**config.mk**
```make
export PLATFORM = sky130hd
export DESIGN_NAME = frame_time_stats_monitor
export DESIGN_NICKNAME = d
export VERILOG_FILES = /design/src/rtl/ftsm_pkg.sv /design/src/rtl/ftsm_front.sv /design/src/rtl/ftsm_queue.sv /design/src/rtl/ftsm_div.sv /design/src/rtl/ftsm_back.sv /design/src/rtl/frame_time_stats_monitor.sv
export SDC_FILE = /design/constraint.sdc
export NUM_CORES = 2
export LEC_CHECK = 0
export ABC_CLOCK_PERIOD_IN_PS = 18400
export BUFFER_PORTS_ARGS = -buffer_cell sky130_fd_sc_hd__buf_2
export CAP_MARGIN = 10
export CELL_PAD_IN_SITES_DETAIL_PLACEMENT = 1
export CELL_PAD_IN_SITES_GLOBAL_PLACEMENT = 2
export CORE_ASPECT_RATIO = 0.6
export CORE_UTILIZATION = 42
export CTS_CLUSTER_DIAMETER = 30
export DETAILED_ROUTE_END_ITERATION = 6
export PLACE_DENSITY = 0.86
export REMOVE_ABC_BUFFERS = 1
export SYNTH_ARGS = -nofsm -noshare
export SYNTH_HDL_FRONTEND = slang
export SYNTH_SLANG_ARGS = --single-unit
```
**constraint.sdc**
```tcl
create_clock -name clk -period 18.4 [get_ports clk]
set_input_delay 2.76 -clock clk [delete_from_list [all_inputs] [get_ports clk]]
set_output_delay 2.76 -clock clk [all_outputs]
set_load 0.01 [all_outputs]
```
**src/rtl/ftsm_pkg.sv**
```systemverilog
package ftsm_pkg;

	// Field widths fixed by the item formats.
	localparam int DUR_W    = 16;
	localparam int TIME_W   = 32;
	localparam int CNT_W    = 16;
	localparam int SKIP_W   = 9;
	localparam int SUM_W    = 32;
	localparam int FPS_W    = 15;
	localparam int AVG_W    = 23;
	localparam int WIN_W    = 16;
	localparam int CAP_W    = 8;

	// Widths of the two divisions: valid*100000 / sum and sum*100 / valid.
	localparam int FPS_NUM_W = 33;
	localparam int AVG_NUM_W = 39;

	// Scaling constants for the report arithmetic.
	localparam int FPS_SCALE = 100000;
	localparam int CENTI     = 100;
	localparam logic [AVG_W-1:0]  AVG_SAT  = {AVG_W{1'b1}};
	localparam logic [SKIP_W-1:0] SKIP_MAX = SKIP_W'(255);

	// Register reset values and default report queue depth.
	localparam logic [WIN_W-1:0] WINDOW_MS_RST = WIN_W'(1000);
	localparam logic [CAP_W-1:0] FPS_CAP_RST   = CAP_W'(60);
	localparam int FTSM_QUEUE_DEPTH = 2;

	// Operation codes and frame kinds.
	localparam logic OP_FRAME = 1'b0;
	localparam logic OP_FLUSH = 1'b1;
	localparam logic [1:0] KIND_VALID = 2'd0;
	localparam logic [1:0] KIND_EMPTY = 2'd1;

	// Configuration register indexes.
	localparam logic REG_WINDOW_MS = 1'b0;
	localparam logic REG_FPS_CAP   = 1'b1;

	typedef struct packed {
		logic              opcode;
		logic [1:0]        skip_kind;
		logic [DUR_W-1:0]  duration_ms;
		logic [DUR_W-1:0]  frame_interval_ms;
		logic [TIME_W-1:0] vsync_ms;
		logic [TIME_W-1:0] finished_ms;
		logic [TIME_W-1:0] now_ms;
	} in_t;

	typedef struct packed {
		logic [CNT_W-1:0]  valid_frames;
		logic [SKIP_W-1:0] empty_skipped;
		logic [SKIP_W-1:0] skipped_total;
		logic [CNT_W-1:0]  timeout_frames;
		logic [DUR_W-1:0]  min_ms;
		logic [DUR_W-1:0]  max_ms;
		logic [SUM_W-1:0]  total_ms;
		logic [FPS_W-1:0]  fps_centi;
		logic [AVG_W-1:0]  avg_centi_ms;
		logic [TIME_W-1:0] window_start_ms;
		logic [TIME_W-1:0] last_finished_ms;
		logic [TIME_W-1:0] report_time_ms;
	} out_t;

	// Snapshot of the window statistics handed from the front to the back.
	typedef struct packed {
		logic [CNT_W-1:0]  valid_frames;
		logic [SKIP_W-1:0] empty_skipped;
		logic [SKIP_W-1:0] skipped_total;
		logic [CNT_W-1:0]  timeout_frames;
		logic [DUR_W-1:0]  min_ms;
		logic [DUR_W-1:0]  max_ms;
		logic [SUM_W-1:0]  total_ms;
		logic [TIME_W-1:0] window_start_ms;
		logic [TIME_W-1:0] last_finished_ms;
		logic [TIME_W-1:0] report_time_ms;
	} rep_t;

endpackage

```
**src/rtl/ftsm_front.sv**
```systemverilog
module ftsm_front (
	input  logic                          clk,
	input  logic                          arst_n,
	input  logic                          in_valid,
	output logic                          in_ready,
	input  ftsm_pkg::in_t                 in_data,
	input  logic [ftsm_pkg::WIN_W-1:0]    window_ms,
	input  logic                          q_full,
	output logic                          q_push,
	output ftsm_pkg::rep_t                q_data
);
	import ftsm_pkg::*;

	logic [CNT_W-1:0]  valid_q, n_valid;
	logic [CNT_W-1:0]  timeout_q, n_timeout;
	logic [SKIP_W-1:0] skip_q, n_skip;
	logic [SKIP_W-1:0] empty_q, n_empty;
	logic [DUR_W-1:0]  interval_q, n_interval;
	logic [TIME_W-1:0] last_fin_q, n_last_fin;
	logic [TIME_W-1:0] start_q, n_start;
	logic [SUM_W-1:0]  sum_q, n_sum;
	logic [DUR_W-1:0]  min_q, n_min;
	logic [DUR_W-1:0]  max_q, n_max;
	logic [SUM_W:0]    sum_ext;
	logic [TIME_W+1:0] elapsed;
	logic              win_done;
	logic              fire;
	logic              accept;

	assign in_ready = !q_full;
	assign accept   = in_valid && in_ready;

	// Classify the transaction and work out the updated window state.
	always_comb begin
		n_valid    = valid_q;
		n_timeout  = timeout_q;
		n_skip     = skip_q;
		n_empty    = empty_q;
		n_interval = interval_q;
		n_last_fin = last_fin_q;
		n_start    = start_q;
		n_sum      = sum_q;
		n_min      = min_q;
		n_max      = max_q;
		sum_ext    = '0;
		if (in_data.opcode == OP_FRAME) begin
			if (in_data.skip_kind != KIND_VALID) begin
				if (in_data.skip_kind == KIND_EMPTY) begin
					n_empty = empty_q + SKIP_W'(1);
				end
				if (skip_q == SKIP_MAX) begin
					n_skip  = '0;
					n_empty = '0;
				end else begin
					n_skip = skip_q + SKIP_W'(1);
				end
			end else begin
				// The first valid frame opens the window and clears the statistics.
				if (last_fin_q == '0) begin
					n_skip    = '0;
					n_empty   = '0;
					n_timeout = '0;
					n_sum     = '0;
					n_min     = '0;
					n_max     = '0;
					n_start   = in_data.vsync_ms;
				end
				n_valid = valid_q + CNT_W'(1);
				sum_ext = {1'b0, n_sum} + (SUM_W + 1)'(in_data.duration_ms);
				n_sum   = sum_ext[SUM_W] ? {SUM_W{1'b1}} : sum_ext[SUM_W-1:0];
				if (in_data.duration_ms > n_max) begin
					n_max = in_data.duration_ms;
				end
				if (n_min == '0 || in_data.duration_ms < n_min) begin
					n_min = in_data.duration_ms;
				end
				n_interval = in_data.frame_interval_ms;
				if (in_data.frame_interval_ms != '0 &&
				    in_data.duration_ms > in_data.frame_interval_ms) begin
					n_timeout = n_timeout + CNT_W'(1);
				end
				n_last_fin = in_data.finished_ms;
			end
		end
	end

	// Window test on signed elapsed time, with no wrap.
	assign elapsed  = (TIME_W + 2)'(in_data.now_ms) - (TIME_W + 2)'(n_start)
	                + (TIME_W + 2)'(n_interval);
	assign win_done = $signed(elapsed) >= $signed((TIME_W + 2)'(window_ms));
	assign fire     = (n_last_fin != '0) && (in_data.opcode == OP_FLUSH || win_done);

	// Report snapshot pushed into the queue.
	assign q_push = accept && fire;
	always_comb begin
		q_data.valid_frames     = n_valid;
		q_data.empty_skipped    = n_empty;
		q_data.skipped_total    = n_skip;
		q_data.timeout_frames   = n_timeout;
		q_data.min_ms           = n_min;
		q_data.max_ms           = n_max;
		q_data.total_ms         = n_sum;
		q_data.window_start_ms  = n_start;
		q_data.last_finished_ms = n_last_fin;
		q_data.report_time_ms   = in_data.now_ms;
	end

	// Window state: cleared after a report, otherwise updated per transaction.
	always_ff @(posedge clk or negedge arst_n) begin
		if (!arst_n) begin
			valid_q    <= '0;
			timeout_q  <= '0;
			skip_q     <= '0;
			empty_q    <= '0;
			interval_q <= '0;
			last_fin_q <= '0;
			start_q    <= '0;
			sum_q      <= '0;
			min_q      <= '0;
			max_q      <= '0;
		end else if (accept) begin
			if (fire) begin
				valid_q    <= '0;
				timeout_q  <= '0;
				skip_q     <= '0;
				empty_q    <= '0;
				interval_q <= '0;
				last_fin_q <= '0;
				start_q    <= '0;
				sum_q      <= '0;
				min_q      <= '0;
				max_q      <= '0;
			end else begin
				valid_q    <= n_valid;
				timeout_q  <= n_timeout;
				skip_q     <= n_skip;
				empty_q    <= n_empty;
				interval_q <= n_interval;
				last_fin_q <= n_last_fin;
				start_q    <= n_start;
				sum_q      <= n_sum;
				min_q      <= n_min;
				max_q      <= n_max;
			end
		end
	end

`ifndef ASSERT_OFF
	a_skip_bound: assert property (@(posedge clk) disable iff (!arst_n)
		(skip_q <= SKIP_MAX) && (empty_q <= skip_q))
		else $error("skip counters out of range");
	a_no_push_full: assert property (@(posedge clk) disable iff (!arst_n)
		q_push |-> !q_full)
		else $error("report pushed into a full queue");
	a_cleared_after_report: assert property (@(posedge clk) disable iff (!arst_n)
		q_push |=> (last_fin_q == '0) && (sum_q == '0))
		else $error("state not cleared after a report");
`endif

endmodule

```
**src/rtl/ftsm_queue.sv**
```systemverilog
module ftsm_queue #(
	parameter int DEPTH = ftsm_pkg::FTSM_QUEUE_DEPTH
) (
	input  logic           clk,
	input  logic           arst_n,
	input  logic           push,
	input  ftsm_pkg::rep_t push_data,
	output logic           full,
	input  logic           pop,
	output logic           empty,
	output ftsm_pkg::rep_t head
);
	import ftsm_pkg::*;

	localparam int PTR_W = (DEPTH > 1) ? $clog2(DEPTH) : 1;
	localparam int QCNT_W = $clog2(DEPTH + 1);

	rep_t              mem_q [DEPTH];
	logic [PTR_W-1:0]  wr_ptr_q;
	logic [PTR_W-1:0]  rd_ptr_q;
	logic [QCNT_W-1:0] count_q;

	assign full  = (count_q == QCNT_W'(DEPTH));
	assign empty = (count_q == '0);
	assign head  = mem_q[rd_ptr_q];

	// Storage for queued report snapshots.
	always_ff @(posedge clk) begin
		if (push) begin
			mem_q[wr_ptr_q] <= push_data;
		end
	end

	// Pointers and fill level.
	always_ff @(posedge clk or negedge arst_n) begin
		if (!arst_n) begin
			wr_ptr_q <= '0;
			rd_ptr_q <= '0;
			count_q  <= '0;
		end else begin
			if (push) begin
				wr_ptr_q <= (wr_ptr_q == PTR_W'(DEPTH - 1)) ? '0 : wr_ptr_q + PTR_W'(1);
			end
			if (pop) begin
				rd_ptr_q <= (rd_ptr_q == PTR_W'(DEPTH - 1)) ? '0 : rd_ptr_q + PTR_W'(1);
			end
			if (push && !pop) begin
				count_q <= count_q + QCNT_W'(1);
			end else if (pop && !push) begin
				count_q <= count_q - QCNT_W'(1);
			end
		end
	end

`ifndef ASSERT_OFF
	a_count_bound: assert property (@(posedge clk) disable iff (!arst_n)
		count_q <= QCNT_W'(DEPTH))
		else $error("queue fill level beyond depth");
	a_pop_nonempty: assert property (@(posedge clk) disable iff (!arst_n)
		pop |-> !empty)
		else $error("pop from an empty queue");
	a_push_fill: assert property (@(posedge clk) disable iff (!arst_n)
		(push && !pop) |=> !empty)
		else $error("queue empty after a push");
`endif

endmodule

```
**src/rtl/ftsm_div.sv**
```systemverilog
module ftsm_div #(
	parameter int NUM_W = ftsm_pkg::FPS_NUM_W,
	parameter int DEN_W = ftsm_pkg::SUM_W
) (
	input  logic             clk,
	input  logic             arst_n,
	input  logic             start,
	input  logic [NUM_W-1:0] numer,
	input  logic [DEN_W-1:0] denom,
	output logic             busy,
	output logic [NUM_W-1:0] quot
);
	localparam int STEP_W = $clog2(NUM_W + 1);

	logic [NUM_W-1:0]  num_q;
	logic [DEN_W-1:0]  rem_q;
	logic [DEN_W-1:0]  den_q;
	logic [STEP_W-1:0] step_q;
	logic [DEN_W:0]    trial;
	logic [DEN_W:0]    diff;
	logic              take;

	assign busy  = (step_q != '0);
	assign quot  = num_q;

	// One restoring step: shift in the next numerator bit and try a subtract.
	assign trial = {rem_q, num_q[NUM_W-1]};
	assign diff  = trial - {1'b0, den_q};
	assign take  = (trial >= {1'b0, den_q});

	// The numerator register fills with quotient bits from the bottom.
	always_ff @(posedge clk) begin
		if (start) begin
			num_q <= numer;
			rem_q <= '0;
			den_q <= denom;
		end else if (busy) begin
			num_q <= {num_q[NUM_W-2:0], take};
			rem_q <= take ? diff[DEN_W-1:0] : trial[DEN_W-1:0];
		end
	end

	// Step counter.
	always_ff @(posedge clk or negedge arst_n) begin
		if (!arst_n) begin
			step_q <= '0;
		end else if (start) begin
			step_q <= STEP_W'(NUM_W);
		end else if (busy) begin
			step_q <= step_q - STEP_W'(1);
		end
	end

endmodule

```
**src/rtl/ftsm_back.sv**
```systemverilog
module ftsm_back (
	input  logic                       clk,
	input  logic                       arst_n,
	input  logic                       q_empty,
	output logic                       q_pop,
	input  ftsm_pkg::rep_t             q_head,
	input  logic [ftsm_pkg::CAP_W-1:0] fps_cap,
	output logic                       out_valid,
	input  logic                       out_ready,
	output ftsm_pkg::out_t             out_data
);
	import ftsm_pkg::*;

	localparam logic ST_IDLE = 1'b0;
	localparam logic ST_DIV  = 1'b1;

	logic                 state_q;
	rep_t                 rep_q;
	out_t                 out_q;
	logic                 out_valid_q;
	logic [FPS_NUM_W-1:0] fps_num;
	logic [AVG_NUM_W-1:0] avg_num;
	logic [FPS_NUM_W-1:0] fps_quot;
	logic [AVG_NUM_W-1:0] avg_quot;
	logic                 fps_busy;
	logic                 avg_busy;
	logic                 ld_out;
	logic [FPS_W-1:0]     capc;
	logic [FPS_W-1:0]     fps_res;
	logic [AVG_W-1:0]     avg_res;

	// Take the next report when idle; both divisions start together.
	assign q_pop   = (state_q == ST_IDLE) && !q_empty;
	assign fps_num = FPS_NUM_W'(q_head.valid_frames) * FPS_NUM_W'(FPS_SCALE);
	assign avg_num = AVG_NUM_W'(q_head.total_ms) * AVG_NUM_W'(CENTI);

	ftsm_div #(
		.NUM_W (FPS_NUM_W),
		.DEN_W (SUM_W)
	) u_fps_div (
		.clk    (clk),
		.arst_n (arst_n),
		.start  (q_pop),
		.numer  (fps_num),
		.denom  (q_head.total_ms),
		.busy   (fps_busy),
		.quot   (fps_quot)
	);

	ftsm_div #(
		.NUM_W (AVG_NUM_W),
		.DEN_W (CNT_W)
	) u_avg_div (
		.clk    (clk),
		.arst_n (arst_n),
		.start  (q_pop),
		.numer  (avg_num),
		.denom  (q_head.valid_frames),
		.busy   (avg_busy),
		.quot   (avg_quot)
	);

	// Clamp the frame rate to the cap and saturate the average.
	assign capc = FPS_W'(fps_cap) * FPS_W'(CENTI);
	always_comb begin
		if (rep_q.total_ms == '0 || fps_quot > FPS_NUM_W'(capc)) begin
			fps_res = capc;
		end else begin
			fps_res = fps_quot[FPS_W-1:0];
		end
		if (rep_q.valid_frames == '0) begin
			avg_res = '0;
		end else if (avg_quot > AVG_NUM_W'(AVG_SAT)) begin
			avg_res = AVG_SAT;
		end else begin
			avg_res = avg_quot[AVG_W-1:0];
		end
	end

	assign ld_out = (state_q == ST_DIV) && !fps_busy && !avg_busy &&
	                (!out_valid_q || out_ready);

	// Sequencer: wait for the dividers, then hand over to the output register.
	always_ff @(posedge clk or negedge arst_n) begin
		if (!arst_n) begin
			state_q <= ST_IDLE;
		end else begin
			unique case (state_q)
				ST_IDLE: begin
					if (q_pop) begin
						state_q <= ST_DIV;
					end
				end
				ST_DIV: begin
					if (ld_out) begin
						state_q <= ST_IDLE;
					end
				end
				default: state_q <= ST_IDLE;
			endcase
		end
	end

	// Snapshot of the report in progress.
	always_ff @(posedge clk) begin
		if (q_pop) begin
			rep_q <= q_head;
		end
	end

	// Output register.
	always_ff @(posedge clk) begin
		if (ld_out) begin
			out_q.valid_frames     <= rep_q.valid_frames;
			out_q.empty_skipped    <= rep_q.empty_skipped;
			out_q.skipped_total    <= rep_q.skipped_total;
			out_q.timeout_frames   <= rep_q.timeout_frames;
			out_q.min_ms           <= rep_q.min_ms;
			out_q.max_ms           <= rep_q.max_ms;
			out_q.total_ms         <= rep_q.total_ms;
			out_q.fps_centi        <= fps_res;
			out_q.avg_centi_ms     <= avg_res;
			out_q.window_start_ms  <= rep_q.window_start_ms;
			out_q.last_finished_ms <= rep_q.last_finished_ms;
			out_q.report_time_ms   <= rep_q.report_time_ms;
		end
	end

	always_ff @(posedge clk or negedge arst_n) begin
		if (!arst_n) begin
			out_valid_q <= 1'b0;
		end else if (ld_out) begin
			out_valid_q <= 1'b1;
		end else if (out_ready) begin
			out_valid_q <= 1'b0;
		end
	end

	assign out_valid = out_valid_q;
	assign out_data  = out_q;

`ifndef ASSERT_OFF
	a_start_busy: assert property (@(posedge clk) disable iff (!arst_n)
		q_pop |=> fps_busy && avg_busy)
		else $error("dividers not running after a start");
	a_load_idle_div: assert property (@(posedge clk) disable iff (!arst_n)
		ld_out |-> !fps_busy && !avg_busy)
		else $error("result taken while a division runs");
	a_div_only_in_div: assert property (@(posedge clk) disable iff (!arst_n)
		(fps_busy || avg_busy) |-> (state_q == ST_DIV))
		else $error("divider running outside the divide state");
`endif

endmodule

```
**src/rtl/frame_time_stats_monitor.sv**
```systemverilog
// Windowed frame-time monitor. Each input transaction is a frame event or a flush; the front
// end takes one transaction per clock cycle while in_ready is high, updates the window
// statistics in that cycle and, when the window has run out or a flush arrives with at least
// one valid frame recorded, pushes a report snapshot into a queue of QUEUE_DEPTH entries and
// clears its state. In_ready falls only while that queue is full. The back end turns each
// queued report into one result transaction: it takes the report from the queue, runs the
// sum-times-100 by frame-count division (one quotient bit per cycle, the frame-rate division
// runs alongside), then loads the output register when free; it holds the result until taken.
// Configuration writes are accepted in every cycle: index 0 is window_ms, index 1 is fps_cap.
module frame_time_stats_monitor #(
	parameter int QUEUE_DEPTH = ftsm_pkg::FTSM_QUEUE_DEPTH
) (
	input  logic                       clk,
	input  logic                       arst_n,
	input  logic                       in_valid,
	output logic                       in_ready,
	input  ftsm_pkg::in_t              in_data,
	output logic                       out_valid,
	input  logic                       out_ready,
	output ftsm_pkg::out_t             out_data,
	input  logic                       cfg_valid,
	output logic                       cfg_ready,
	input  logic                       cfg_index,
	input  logic [ftsm_pkg::WIN_W-1:0] cfg_data
);
	import ftsm_pkg::*;

	logic [WIN_W-1:0] window_ms_q;
	logic [CAP_W-1:0] fps_cap_q;
	logic             q_push;
	logic             q_pop;
	logic             q_full;
	logic             q_empty;
	rep_t             q_wdata;
	rep_t             q_head;

	// Configuration registers.
	assign cfg_ready = 1'b1;
	always_ff @(posedge clk or negedge arst_n) begin
		if (!arst_n) begin
			window_ms_q <= WINDOW_MS_RST;
			fps_cap_q   <= FPS_CAP_RST;
		end else if (cfg_valid && cfg_ready) begin
			unique case (cfg_index)
				REG_WINDOW_MS: window_ms_q <= cfg_data;
				REG_FPS_CAP:   fps_cap_q   <= cfg_data[CAP_W-1:0];
				default:       window_ms_q <= window_ms_q;
			endcase
		end
	end

	ftsm_front u_front (
		.clk       (clk),
		.arst_n    (arst_n),
		.in_valid  (in_valid),
		.in_ready  (in_ready),
		.in_data   (in_data),
		.window_ms (window_ms_q),
		.q_full    (q_full),
		.q_push    (q_push),
		.q_data    (q_wdata)
	);

	ftsm_queue #(
		.DEPTH (QUEUE_DEPTH)
	) u_queue (
		.clk       (clk),
		.arst_n    (arst_n),
		.push      (q_push),
		.push_data (q_wdata),
		.full      (q_full),
		.pop       (q_pop),
		.empty     (q_empty),
		.head      (q_head)
	);

	ftsm_back u_back (
		.clk       (clk),
		.arst_n    (arst_n),
		.q_empty   (q_empty),
		.q_pop     (q_pop),
		.q_head    (q_head),
		.fps_cap   (fps_cap_q),
		.out_valid (out_valid),
		.out_ready (out_ready),
		.out_data  (out_data)
	);

endmodule
```
==> results.toml <==
[drt]
drt_iter0_markers = 3134
drc_errors = 0
wirelength_um = 179000
dr.pass1.iters = 5
routedWlPerCell_um = 22.8
vias = 43067
avgViaCountPerCell = 5.48
ant_nets = 0

[placed_design]
dp_hpwl_um = 124000
routabilityCongestion = 0.859
dp_cells = 7478
port_buffers = 402

[timing]
skew_ps = 74.0
slew_headroom = 0.0949
worst_pin_slew_ps = 1360
timing.final.crit_period_ps = 12930
period_share = 0.703
final-setup-viol-count = 0
max_freq_mhz = 77.4
slew_violations = 0
finalHoldViolCount = 0
rsz0062_at_grt = "no"

[clock_network]
clockRootBuffer = "clkbuf_16"
cts.clk_slew.worst_paths_ps = 60
cts.sinks = 1234
holdBufCountCts = 0
clockBufferDepth = 3
cts_setup_buffers = 0
post_cts_resized = 0
cts_tree = "built"
htree_levels = 4
clk_latency_ps = 830
numCtsBuffers = 194

[logic_synthesis]
synth.distinct_cells = 85
yosys.area.top_type = "edfxtp_1"
synth_top_cell_area_share = 0.453
ys_seq_area_frac = 0.566
ys_ff_latch = 1234
yosysWarnings = 0
syn_area_sq_um = 62500
synth_edf_count = 943
synthCells = 5228
synth_area_per_cell_sq_um = 11.9
synth_flop_cell = "edfxtp_1"
async_flop_share = 0.191
synth_area_leaders = "edfxtp_1 45%, dfrtp_1 9.1%, ha_1 8.6%"

[die]
die_y_um = 301
ios = 404
core-area_sq_um = 147000
start_util = 0.424
die_x_um = 500
rows = 109
dieArea_sq_um = 150000

[job]
maxCapViolations = 0

[setup_path]
r2r_end = "u_queue.mem_q[1][76]$_DFFE_PP_"
cpMaxStageDelayCell = "or4b_1"
critPathMaxStageDelay_ps = 590
crit_type = "in -> reg"
cp.arrival_ps = 13420
critPathMaxFanout = 77
cp.required_ps = 18890
reg2reg_depth = 38
r2r_start = "u_front.last_fin_q[16]$_DFFE_PN0P_"
critPathCaptureType = "flop"
rrSetupSlack_ps = 6480
crit_path_start_kind = "input port"

[cells_and_area]
mostFrequentLayoutCell = "edfxtp_1"
mostFrequentLayoutCells = "943 x edfxtp_1, 488 x nand2_1, 443 x inv_1"
final_core_util = 0.498
fin_cells = 7852
multiInputGateArea_sq_um = 24800
nets = 6336
areaGrowthSynthToFinish_pct = 17.5
fill_cells = 15387
drive_gt1_frac = 0.181
regArea_sq_um = 35300

[worst_hold_path]
min_from = "u_back.rep_q[86]$_DFFE_PP_"
min_path_type = "reg -> reg"
hold_end = "u_back.out_data[86]$_DFFE_PP_"
hold_depth = 0

[grt]
antenna_found_initial = 17
overflow = 0
grt_pass1_wl_um = 273000
grt_max_degree = 158
grt_use_total = 0.236
grt_pass1_vias = 44749

[run_status]
status = "finished, final reports clean"
sequential cells by signal, summed over array words and instances (netlist names), 6 cells and up:
| signal | count |
|---|---|
| u_queue.mem_q | 420 |
| u_back.out_data | 248 |
| u_back.rep_q | 162 |
| u_back.u_avg_div.quot | 39 |
| u_back.u_fps_div.quot | 33 |
| u_back.u_fps_div.den_q | 32 |
| u_back.u_fps_div.rem_q | 32 |
| u_front.last_fin_q | 32 |
| u_front.start_q | 32 |
| u_front.sum_q | 32 |
| u_back.u_avg_div.den_q | 16 |
| u_back.u_avg_div.rem_q | 16 |
| u_front.interval_q | 16 |
| u_front.max_q | 16 |
| u_front.min_q | 16 |
| u_front.timeout_q | 16 |
| u_front.valid_q | 16 |
| window_ms_q | 16 |
| u_front.empty_q | 9 |
| u_front.skip_q | 9 |
| fps_cap_q | 8 |
| u_back.u_avg_div.step_q | 6 |
| u_back.u_fps_div.step_q | 6 |
critical path: cells and delay by family:
| kind | cells | cell delay, ps |
|---|---|---|
| simple gates | 8 | 3270 |
| compound gates | 14 | 2690 |
| buf+inv | 8 | 2630 |
| fa+ha+maj | 3 | 1050 |
| xor+xnor | 2 | 380 |
| mux | 1 | 360 |
per-stage QoR:
stage	worst slack, ps	cell area (sq um)	hold slack (ps)	setup TNS, ps
after CTS	5480	73300	411	0
after global routing	4780	73300	419	0
after global placement	4880	66700	401	0
after detailed placement	4650	66700	405	0
after floorplan	-5910	61700	400	-1953840
final	5470	73400	409	0
routing by layer:
metal	routed length [um]	GRT usage	part of all wire
met1	84400	0.342	0.47
met2	82600	0.372	0.46
met3	8400	0.0326	0.047
met4	3540	0.0641	0.020
met5	52	0	0.00029
worst max-delay path by stage:
stage                                                end    startpoint  cells past startpoint  slack, ps
after floorplan            u_queue.mem_q[0][0]$_DFFE_PP_  in_data[128]                     33      -5910
after global placement    u_queue.mem_q[1][24]$_DFFE_PP_  in_data[130]                     36       4880
after detailed placement  u_queue.mem_q[1][12]$_DFFE_PP_  in_data[130]                     36       4650
after CTS                 u_queue.mem_q[1][76]$_DFFE_PP_  in_data[130]                     36       5480
after global routing       u_queue.mem_q[1][4]$_DFFE_PP_  in_data[130]                     38       4780
final                     u_queue.mem_q[1][76]$_DFFE_PP_  in_data[130]                     36       5470
synthesized netlist by cell type (all sizes together) (55+ instances only):
cell type,n
nor3,105
mux2,213
nand2,491
xnor2,121
ha,427
nor2,346
nand3,107
a21oi,246
a21o,90
o21ai,250
dfxtp,55
nand4,58
clkbuf,158
inv,445
dfrtp,226
a211oi,67
mux2i,141
xor2,70
o21a,58
edfxtp,943
fa,79
layout make-up:
type / instances / share of cell area
well taps: 1998 / 0.0341
clock inverters: 126 / 0.0193
clock buffers: 241 / 0.0712
flip-flops and latches: 1234 / 0.482
repair buffers: 444 / 0.0328
multi-input cells: 3358 / 0.338
diodes: 6 / 0.000205
inverters: 445 / 0.0229
kinds of logic (layout without fill, tap and decap cells):
group | after synthesis | in the layout | share of synthesized area
AND/OR/NAND/NOR | 1383 | 1383 | 0.103
adder cells (fa/ha/maj) | 506 | 506 | 0.111
other | 1 | 7 | 0.0000600
XOR/XNOR | 191 | 191 | 0.0268
flip-flops | 1234 | 1234 | 0.566
buffers and inverters | 636 | 1256 | 0.0391
AO/OA/AOI/OAI | 923 | 923 | 0.0935
multiplexers | 354 | 354 | 0.0610
Power is left out: the tool's default activity adds up to more than one toggle a clock period on the data nets, which glitch-free logic cannot reach.
